**src/rtl/core/int8_dot_product_requantize_assert.svh**
```systemverilog
// Assertion helpers used by the requantiser RTL.
`ifndef INT8_DOT_PRODUCT_REQUANTIZE_ASSERT_SVH
`define INT8_DOT_PRODUCT_REQUANTIZE_ASSERT_SVH

// Same-cycle implication, checked out of reset.
`define IDPR_ASSERT_IMP(lbl, ante, cons) \
    lbl: assert property (@(posedge i_clk) disable iff (!i_rst_n) (ante) |-> (cons)) \
        else $error("idpr: implication check failed");

// Next-cycle implication, checked out of reset.
`define IDPR_ASSERT_NXT(lbl, ante, cons) \
    lbl: assert property (@(posedge i_clk) disable iff (!i_rst_n) (ante) |=> (cons)) \
        else $error("idpr: next-cycle check failed");

`endif

```
**src/rtl/core/idpr_pkg.sv**
```systemverilog
package idpr_pkg;

    localparam int LANES    = 4;
    localparam int ACT_W    = 8;
    localparam int WGT_W    = 8;
    localparam int PROD_W   = ACT_W + WGT_W + 1;
    localparam int SUM_W    = PROD_W + $clog2(LANES);
    localparam int ACC_W    = 32;
    localparam int BIAS_W   = 32;
    localparam int SCALE_W  = 32;
    localparam int MAG_W    = ACC_W + SCALE_W;
    localparam int OUT_W    = 8;
    localparam int ZP_W     = 8;
    localparam int SHIFT_W  = 6;
    localparam int TDATA_W  = LANES * (ACT_W + WGT_W) + BIAS_W + SCALE_W;
    localparam int ADDR_W   = 3;
    localparam int APB_W    = 32;

    localparam logic [ZP_W-1:0]    ZP_RESET    = '0;
    localparam logic [SHIFT_W-1:0] SHIFT_RESET = SHIFT_W'(24);

    typedef logic signed [PROD_W-1:0] t_prod;

    typedef enum logic {
        REG_ZERO_POINT  = 1'b0,
        REG_SCALE_SHIFT = 1'b1
    } t_reg_idx;

    typedef enum logic [2:0] {
        ST_IDLE,
        ST_SUM,
        ST_MUL,
        ST_RND,
        ST_SAT
    } t_quant_state;

    typedef struct packed {
        logic [ZP_W-1:0]    zero_point;
        logic [SHIFT_W-1:0] scale_shift;
    } t_quant_cfg;

endpackage

```
**src/rtl/core/int8_dot_product_requantize.sv**
```systemverilog
// int8 dot product with requantisation: one output byte of a 1x1 convolution.
// Slave stream: each transaction carries LANES activation/weight pairs plus the
// bias and scale of the output channel; tlast marks the final channel group.
// Master stream: one byte per tlast transaction, with the saturation flag in
// tuser. APB port: zero_point at 0x0, scale_shift at 0x4 (reset 0 and 24);
// write only while idle.
// Throughput: a non-final transaction is taken every cycle while the requantiser
// is idle. A tlast transaction keeps s_axis_tready low while the requantiser
// steps through bias add, 32x32 multiply, rounding and saturation; its result
// reaches the master side from the output register loaded in the saturation step.
// The output register holds one result, so accumulation goes on while it
// waits. If the receiver stalls, the next result waits in the saturation step
// and s_axis_tready stays low until the register frees.
// Reset (synchronous, active low) clears the accumulator, the sequencer, the
// output valid flag, and sets the registers to their reset values.
module int8_dot_product_requantize import idpr_pkg::*; (
    input  logic                i_clk,
    input  logic                i_rst_n,
    input  logic                s_axis_tvalid,
    output logic                s_axis_tready,
    // act0..act(LANES-1), weight0..weight(LANES-1), bias, scale
    input  logic [TDATA_W-1:0]  s_axis_tdata,
    input  logic                s_axis_tlast,
    output logic                m_axis_tvalid,
    input  logic                m_axis_tready,
    // out_value
    output logic [OUT_W-1:0]    m_axis_tdata,
    // clipped
    output logic                m_axis_tuser,
    input  logic                psel,
    input  logic                penable,
    input  logic                pwrite,
    input  logic [ADDR_W-1:0]   paddr,
    input  logic [APB_W-1:0]    pwdata,
    output logic [APB_W-1:0]    prdata,
    output logic                pready
);

    localparam int WGT_BASE   = LANES * ACT_W;
    localparam int BIAS_BASE  = LANES * (ACT_W + WGT_W);
    localparam int SCALE_BASE = BIAS_BASE + BIAS_W;

    logic [ZP_W-1:0]    r_zero_point;
    logic [SHIFT_W-1:0] r_scale_shift;
    t_reg_idx           reg_idx;
    logic               cfg_wr;
    t_quant_cfg         qcfg;
    t_prod [LANES-1:0]  prod;
    logic [ACC_W-1:0]   total;
    logic               accept;
    logic               idle;

    assign pready  = 1'b1;
    assign reg_idx = t_reg_idx'(paddr[2]);
    assign cfg_wr  = psel && penable && pwrite && pready;

    always_ff @(posedge i_clk) begin
        if (!i_rst_n) begin
            r_zero_point  <= ZP_RESET;
            r_scale_shift <= SHIFT_RESET;
        end else if (cfg_wr) begin
            case (reg_idx)
                REG_ZERO_POINT:  r_zero_point  <= pwdata[ZP_W-1:0];
                REG_SCALE_SHIFT: r_scale_shift <= pwdata[SHIFT_W-1:0];
                default: ;
            endcase
        end
    end

    always_comb begin
        case (reg_idx)
            REG_ZERO_POINT:  prdata = APB_W'(r_zero_point);
            REG_SCALE_SHIFT: prdata = APB_W'(r_scale_shift);
            default:         prdata = '0;
        endcase
    end

    assign qcfg.zero_point  = r_zero_point;
    assign qcfg.scale_shift = r_scale_shift;

    assign s_axis_tready = idle;
    assign accept        = s_axis_tvalid && s_axis_tready;

    for (genvar g = 0; g < LANES; g++) begin : g_lane
        idpr_lane u_lane (
            .i_act    (s_axis_tdata[g*ACT_W +: ACT_W]),
            .i_weight ($signed(s_axis_tdata[WGT_BASE + g*WGT_W +: WGT_W])),
            .o_prod   (prod[g])
        );
    end

    idpr_merge u_merge (
        .i_clk    (i_clk),
        .i_rst_n  (i_rst_n),
        .i_prod   (prod),
        .i_accept (accept),
        .i_last   (s_axis_tlast),
        .o_total  (total)
    );

    idpr_requant u_requant (
        .i_clk    (i_clk),
        .i_rst_n  (i_rst_n),
        .i_cfg    (qcfg),
        .i_start  (accept && s_axis_tlast),
        .i_acc    (total),
        .i_bias   (s_axis_tdata[BIAS_BASE +: BIAS_W]),
        .i_scale  (s_axis_tdata[SCALE_BASE +: SCALE_W]),
        .o_idle   (idle),
        .o_valid  (m_axis_tvalid),
        .i_ready  (m_axis_tready),
        .o_value  (m_axis_tdata),
        .o_clip   (m_axis_tuser)
    );

endmodule

```
**src/rtl/core/idpr_lane.sv**
```systemverilog
module idpr_lane import idpr_pkg::*; (
    input  logic                    [ACT_W-1:0] i_act,
    input  logic signed             [WGT_W-1:0] i_weight,
    output t_prod                               o_prod
);

    // Zero-extend the activation so the product stays signed.
    assign o_prod = $signed({1'b0, i_act}) * i_weight;

endmodule

```
**src/rtl/core/idpr_merge.sv**
```systemverilog
module idpr_merge import idpr_pkg::*; (
    input  logic                    i_clk,
    input  logic                    i_rst_n,
    input  t_prod [LANES-1:0]       i_prod,
    input  logic                    i_accept,
    input  logic                    i_last,
    output logic [ACC_W-1:0]        o_total
);

    logic [ACC_W-1:0]        r_acc;
    logic [ACC_W-1:0]        n_acc;
    logic signed [SUM_W-1:0] lane_sum;

    always_comb begin
        lane_sum = '0;
        for (int i = 0; i < LANES; i++) begin
            lane_sum = lane_sum + SUM_W'(i_prod[i]);
        end
    end

    assign o_total = r_acc + ACC_W'(lane_sum);

    always_comb begin
        n_acc = r_acc;
        if (i_accept) begin
            // clear on the final group, the total moves on to requantisation
            n_acc = i_last ? '0 : o_total;
        end
    end

    always_ff @(posedge i_clk) begin
        if (!i_rst_n) begin
            r_acc <= '0;
        end else begin
            r_acc <= n_acc;
        end
    end

endmodule

```
**src/rtl/core/idpr_requant.sv**
```systemverilog
`include "int8_dot_product_requantize_assert.svh"

module idpr_requant import idpr_pkg::*; (
    input  logic                i_clk,
    input  logic                i_rst_n,
    input  t_quant_cfg          i_cfg,
    input  logic                i_start,
    input  logic [ACC_W-1:0]    i_acc,
    input  logic [BIAS_W-1:0]   i_bias,
    input  logic [SCALE_W-1:0]  i_scale,
    output logic                o_idle,
    output logic                o_valid,
    input  logic                i_ready,
    output logic [OUT_W-1:0]    o_value,
    output logic                o_clip
);

    t_quant_state        r_state;
    t_quant_state        n_state;
    logic [ACC_W-1:0]    r_acc;
    logic [BIAS_W-1:0]   r_bias;
    logic [SCALE_W-1:0]  r_scale;
    logic                r_neg;
    logic [ACC_W-1:0]    r_mag32;
    logic [MAG_W-1:0]    r_mag;
    logic [MAG_W-1:0]    r_qt;
    logic                r_inc;
    logic                r_out_valid;
    logic [OUT_W-1:0]    r_out_value;
    logic                r_clip;

    logic [ACC_W-1:0]    sum;
    logic [MAG_W-1:0]    qt;
    logic                inc;
    logic [SHIFT_W-1:0]  sm1;
    logic [MAG_W-1:0]    low_mask;
    logic [MAG_W-1:0]    q;
    logic [OUT_W-1:0]    res;
    logic                clip;
    logic                load_out;

    // sum stage: wrap-add bias, split into sign and magnitude
    assign sum = r_acc + r_bias;

    // round stage: round half to even on the dropped fraction bits
    always_comb begin
        qt       = r_mag >> i_cfg.scale_shift;
        sm1      = i_cfg.scale_shift - SHIFT_W'(1);
        low_mask = (MAG_W'(1) << sm1) - MAG_W'(1);
        inc      = 1'b0;
        if (i_cfg.scale_shift != '0) begin
            inc = r_mag[sm1] && ((|(r_mag & low_mask)) || qt[0]);
        end
    end

    // saturate stage
    always_comb begin
        q    = r_qt + MAG_W'(r_inc);
        res  = '0;
        clip = 1'b0;
        if (r_neg) begin
            if (q > MAG_W'(i_cfg.zero_point)) begin
                res  = '0;
                clip = 1'b1;
            end else begin
                res = i_cfg.zero_point - q[OUT_W-1:0];
            end
        end else begin
            if (q > MAG_W'({OUT_W{1'b1}} - i_cfg.zero_point)) begin
                res  = '1;
                clip = 1'b1;
            end else begin
                res = q[OUT_W-1:0] + i_cfg.zero_point;
            end
        end
    end

    assign load_out = (r_state == ST_SAT) && (!r_out_valid || i_ready);

    always_comb begin
        n_state = r_state;
        case (r_state)
            ST_IDLE: begin
                if (i_start) begin
                    n_state = ST_SUM;
                end
            end
            ST_SUM: n_state = ST_MUL;
            ST_MUL: n_state = ST_RND;
            ST_RND: n_state = ST_SAT;
            ST_SAT: begin
                // hold until the output register is free
                if (load_out) begin
                    n_state = ST_IDLE;
                end
            end
            default: n_state = ST_IDLE;
        endcase
    end

    always_ff @(posedge i_clk) begin
        if (!i_rst_n) begin
            r_state     <= ST_IDLE;
            r_out_valid <= 1'b0;
        end else begin
            r_state <= n_state;
            if (load_out) begin
                r_out_valid <= 1'b1;
            end else if (i_ready) begin
                r_out_valid <= 1'b0;
            end
        end
    end

    always_ff @(posedge i_clk) begin
        if (r_state == ST_IDLE && i_start) begin
            r_acc   <= i_acc;
            r_bias  <= i_bias;
            r_scale <= i_scale;
        end
        if (r_state == ST_SUM) begin
            r_neg   <= sum[ACC_W-1];
            r_mag32 <= sum[ACC_W-1] ? (ACC_W'(0) - sum) : sum;
        end
        if (r_state == ST_MUL) begin
            r_mag <= MAG_W'(r_mag32) * MAG_W'(r_scale);
        end
        if (r_state == ST_RND) begin
            r_qt  <= qt;
            r_inc <= inc;
        end
        if (load_out) begin
            r_out_value <= res;
            r_clip      <= clip;
        end
    end

    assign o_idle  = (r_state == ST_IDLE);
    assign o_valid = r_out_valid;
    assign o_value = r_out_value;
    assign o_clip  = r_clip;

    `IDPR_ASSERT_IMP(a_start_when_idle, i_start && !o_idle, 1'b0)
    `IDPR_ASSERT_NXT(a_sat_holds, r_state == ST_SAT && r_out_valid && !i_ready,
                     r_state == ST_SAT && r_out_valid)
    `IDPR_ASSERT_NXT(a_sat_delivers, load_out, r_out_valid && r_state == ST_IDLE)
    `IDPR_ASSERT_IMP(a_clip_rails, r_out_valid && r_clip,
                     r_out_value == '0 || r_out_value == '1)

endmodule
```
**config.mk**
```make
export PLATFORM = sky130hd
export DESIGN_NAME = int8_dot_product_requantize
export DESIGN_NICKNAME = d
export VERILOG_FILES = /design/src/rtl/core/idpr_pkg.sv /design/src/rtl/core/int8_dot_product_requantize.sv /design/src/rtl/core/idpr_lane.sv /design/src/rtl/core/idpr_merge.sv /design/src/rtl/core/idpr_requant.sv
export VERILOG_INCLUDE_DIRS = /design/src /design/src/rtl/core
export SDC_FILE = /design/constraint.sdc
export NUM_CORES = 2
export LEC_CHECK = 0
export ABC_AREA = 1
export CORE_MARGIN = 5
export CORE_UTILIZATION = 45
export CTS_CLUSTER_DIAMETER = 30
export DETAILED_ROUTE_END_ITERATION = 8
export DONT_BUFFER_PORTS = 1
export HOLD_SLACK_MARGIN = 0.02
export PLACE_DENSITY = 0.66
export SYNTH_ARGS = -nofsm -noshare
export SYNTH_HDL_FRONTEND = slang
export SYNTH_SLANG_ARGS = --single-unit
```
**constraint.sdc**
```tcl
create_clock -name i_clk -period 7.8 [get_ports i_clk]
set_input_delay 0 -clock i_clk [delete_from_list [all_inputs] [get_ports i_clk]]
set_output_delay 0 -clock i_clk [all_outputs]
set_load 0.03 [all_outputs]
```
==> summary.txt <==
Synthesis
  – Asr flop ratio synth: 0
  – EDFF count, synth: 267
  – Flops & latches, synth: 317
  – Post-synth cell types: 59
  – Cell area after synthesis: 67740 um^2
  – Post-synthesis sequential area ratio: 0.1331
  – Primary FF master, synth: edfxtp_1
  – Mapped Avg Cell Area: 7.679 um^2
  – Yosys warns: 0
  – Post-Synthesis Cells: 8822

Worst setup path
  – Buf/Inv on CP: 10
  – CP max FO: 17
  – Highest cell delay on the worst timing path: 590 ps
  – Setup CP Type: reg -> reg
  – Cell mode on critical path: fa_1
  – Worst endpoint required time: 8210 ps
  – R2r setup slk: 240 ps
  – Crit end category: flip-flop
  – Delay-heaviest family, CP: adder cells
  – Slowest-stage cell, CP: fa_1
  – Startpoint types: flip-flop
  – WP data arrival: 7960 ps

Floorplan
  – IO Count: 215
  – Die height: 398.0 um
  – Die Wd: 398.0 um
  – Row count: 142
  – Die Footprint: 158400 um^2
  – Initial Util: 0.4523
  – Core box area: 149800 um^2

STA
  – Crit path time final: 7556 ps
  – Fin. max-slew vios: 0
  – Tcrit/Tclk final: 0.9687
  – Min setup slack post-route: 244.2 ps
  – Final setup fails: 0
  – Final hold viol count: 0
  – Max-Slew Margin vs Limit: 0.1750
  – Tightest Pin Transition: 1225 ps
  – Max Fclk: 132.3 MHz
  – Clock skew: 39.57 ps
  – Final hold slack: 77.19 ps

Clock network
  – Total clock sinks: 317
  – Clk slew on worst S/H paths: 40 ps
  – Root Driver: clkbuf_16
  – CTS tree: built
  – Clock latency on the worst-skew pair: 700 ps
  – H-tree levels: 3
  – Max clock buf depth: 3
  – Cts bufs inserted: 84

Placed design
  – Detail Placement HPWL: 172100 um
  – # port buffers: 0
  – Post-placement worst setup slack: -562.3 ps
  – GP Congestion: 0.9867
  – DP Cell Count: 10775

Run
  – Max Cap Violations: 0

GRT
  – Total Routing Usage GR: 0.2686
  – First-pass GRT wire length: 334600 um
  – Largest net degree at the start of global routing: 92
  – Grt ovf: 0
  – Antenna violations before repair: 4
  – Vias in the first global route: 60276

Routing
  – DRT Wirelength: 210500 um
  – DR vias/cell: 5.227
  – Iteration-0 DRC Markers: 5082
  – WL/cell: 18.93 um
  – Drt pass-1 iters: 6
  – DRC Markers: 0
  – Via Count: 58149
  – Antenna viol nets, final: 0

Final layout
  – Area delta synth->final: 13.28%
  – Proportion of layout cells with a drive suffix above 1: 0.06643
  – Footprint of the multi-input gates: 49270 um^2
  – Post-layout util: 0.5124
  – Number of diodes: 0
  – Most common cell after layout, fill and taps aside: nand2_1
  – Filler Cells Inserted: 14253
  – Layout Nets: 10858
  – Non-filler cells, final: 11124
  – Register area: 9024 um^2
  – Most frequent cells in the layout: nand2_1 (2282), inv_1 (2138), fa_1 (1131)

Outcome
  – Run status: completed

Min path
  – Tightest Hold Check Type: in -> reg
==> registers in the layout (all words and copies together) (netlist names) <==
name,flops
r_zero_point,8
u_merge.r_acc,32
u_requant.r_scale,32
u_requant.r_neg,1
u_requant.o_clip,1
u_requant.o_value,8
u_requant.r_bias,32
u_requant.r_inc,1
u_requant.r_acc,32
r_scale_shift,6
u_requant.r_mag,64
u_requant.r_mag32,32
u_requant.o_valid,1
u_requant.r_state,3
u_requant.r_qt,64
==> per-stage QoR <==
| stage | setup TNS (ps) | instance area [um^2] |
|---|---|---|
| after floorplan | 0 | 67830 |
| after global placement | -9825 | 71440 |
| after detailed placement | -9500 | 71440 |
| after CTS | 0 | 76040 |
| after global routing | -20.30 | 76740 |
| final | 0 | 76740 |
==> synthesized netlist by cell type (15+ instances only) <==
master | n | share of area
nand2_1 | 2283 | 0.13
nand4_1 | 62 | 0.0057
nand3_1 | 357 | 0.026
edfxtp_1 | 267 | 0.12
xor2_1 | 158 | 0.020
nor4_1 | 19 | 0.0018
a21boi_0 | 18 | 0.0020
buf_4 | 31 | 0.0034
o221ai_1 | 29 | 0.0037
a21oi_1 | 249 | 0.018
or2_2 | 19 | 0.0018
nor3_1 | 54 | 0.0040
nor2_2 | 21 | 0.0019
o21bai_1 | 15 | 0.0017
fa_1 | 1132 | 0.33
nor2_1 | 495 | 0.027
xnor2_1 | 69 | 0.0089
o211ai_1 | 17 | 0.0019
clkbuf_1 | 311 | 0.017
ha_1 | 515 | 0.095
buf_2 | 17 | 0.0013
a31oi_1 | 48 | 0.0044
buf_1 | 17 | 0.00094
inv_1 | 2139 | 0.12
dfxtp_1 | 50 | 0.015
nand3b_1 | 27 | 0.0030
o21ai_0 | 250 | 0.018
mux2i_1 | 22 | 0.0033
==> metal layers <==
metal	GRT usage	vias to the layer above	part of all wire
li1	-	26767	-
met1	0.3661	28761	0.42
met2	0.4382	2198	0.47
met3	0.03831	423	0.073
met4	0.09731	0	0.038
met5	0	-	0
==> layout make-up <==
class / instances / area share
multi-input combinational: 5990 / 0.6421
sequential: 317 / 0.1176
inverter: 2156 / 0.1055
timing repair buffer: 491 / 0.06279
tap: 2016 / 0.03287
clock buffer: 97 / 0.02855
clock inverter: 57 / 0.01068
==> kinds of logic after synthesis <==
kind of cell,count (synthesis),share of synthesized area
multiplexers,22,0.003251
XOR/XNOR,227,0.02935
other,2,0.0001109
AO/OA/AOI/OAI,676,0.05593
AND/OR/NAND/NOR,3393,0.2052
buffers and inverters,2538,0.1433
adder cells (fa/ha/maj),1647,0.4297
flip-flops,317,0.1331
==> final timing paths <==
path / startpoint / endpoint / cells after the start
setup / recovery: u_requant.r_scale[17]$_DFFE_PP_ / u_requant.r_mag[57]$_DFFE_PP_ / 28
setup reg to reg: u_requant.r_scale[17]$_DFFE_PP_ / u_requant.r_mag[57]$_DFFE_PP_ / 28
hold reg to reg: u_merge.r_acc[6]$_SDFFE_PN0P_ / u_merge.r_acc[6]$_SDFFE_PN0P_ / 2
hold / removal: s_axis_tdata[127] / u_requant.r_scale[31]$_DFFE_PP_ / 1
==> what timing repair did <==
action	in CTS	in global routing
gates cloned	0	2
endpoints found under the hold margin	201	0
setup endpoints to repair	2	45
pin swaps	0	5
gates resized for setup	0	39
hold buffers	156	0
buffers inserted	2	35
Power is left out: the tool's default activity adds up to more than one toggle a clock period on the data nets, which glitch-free logic cannot reach.
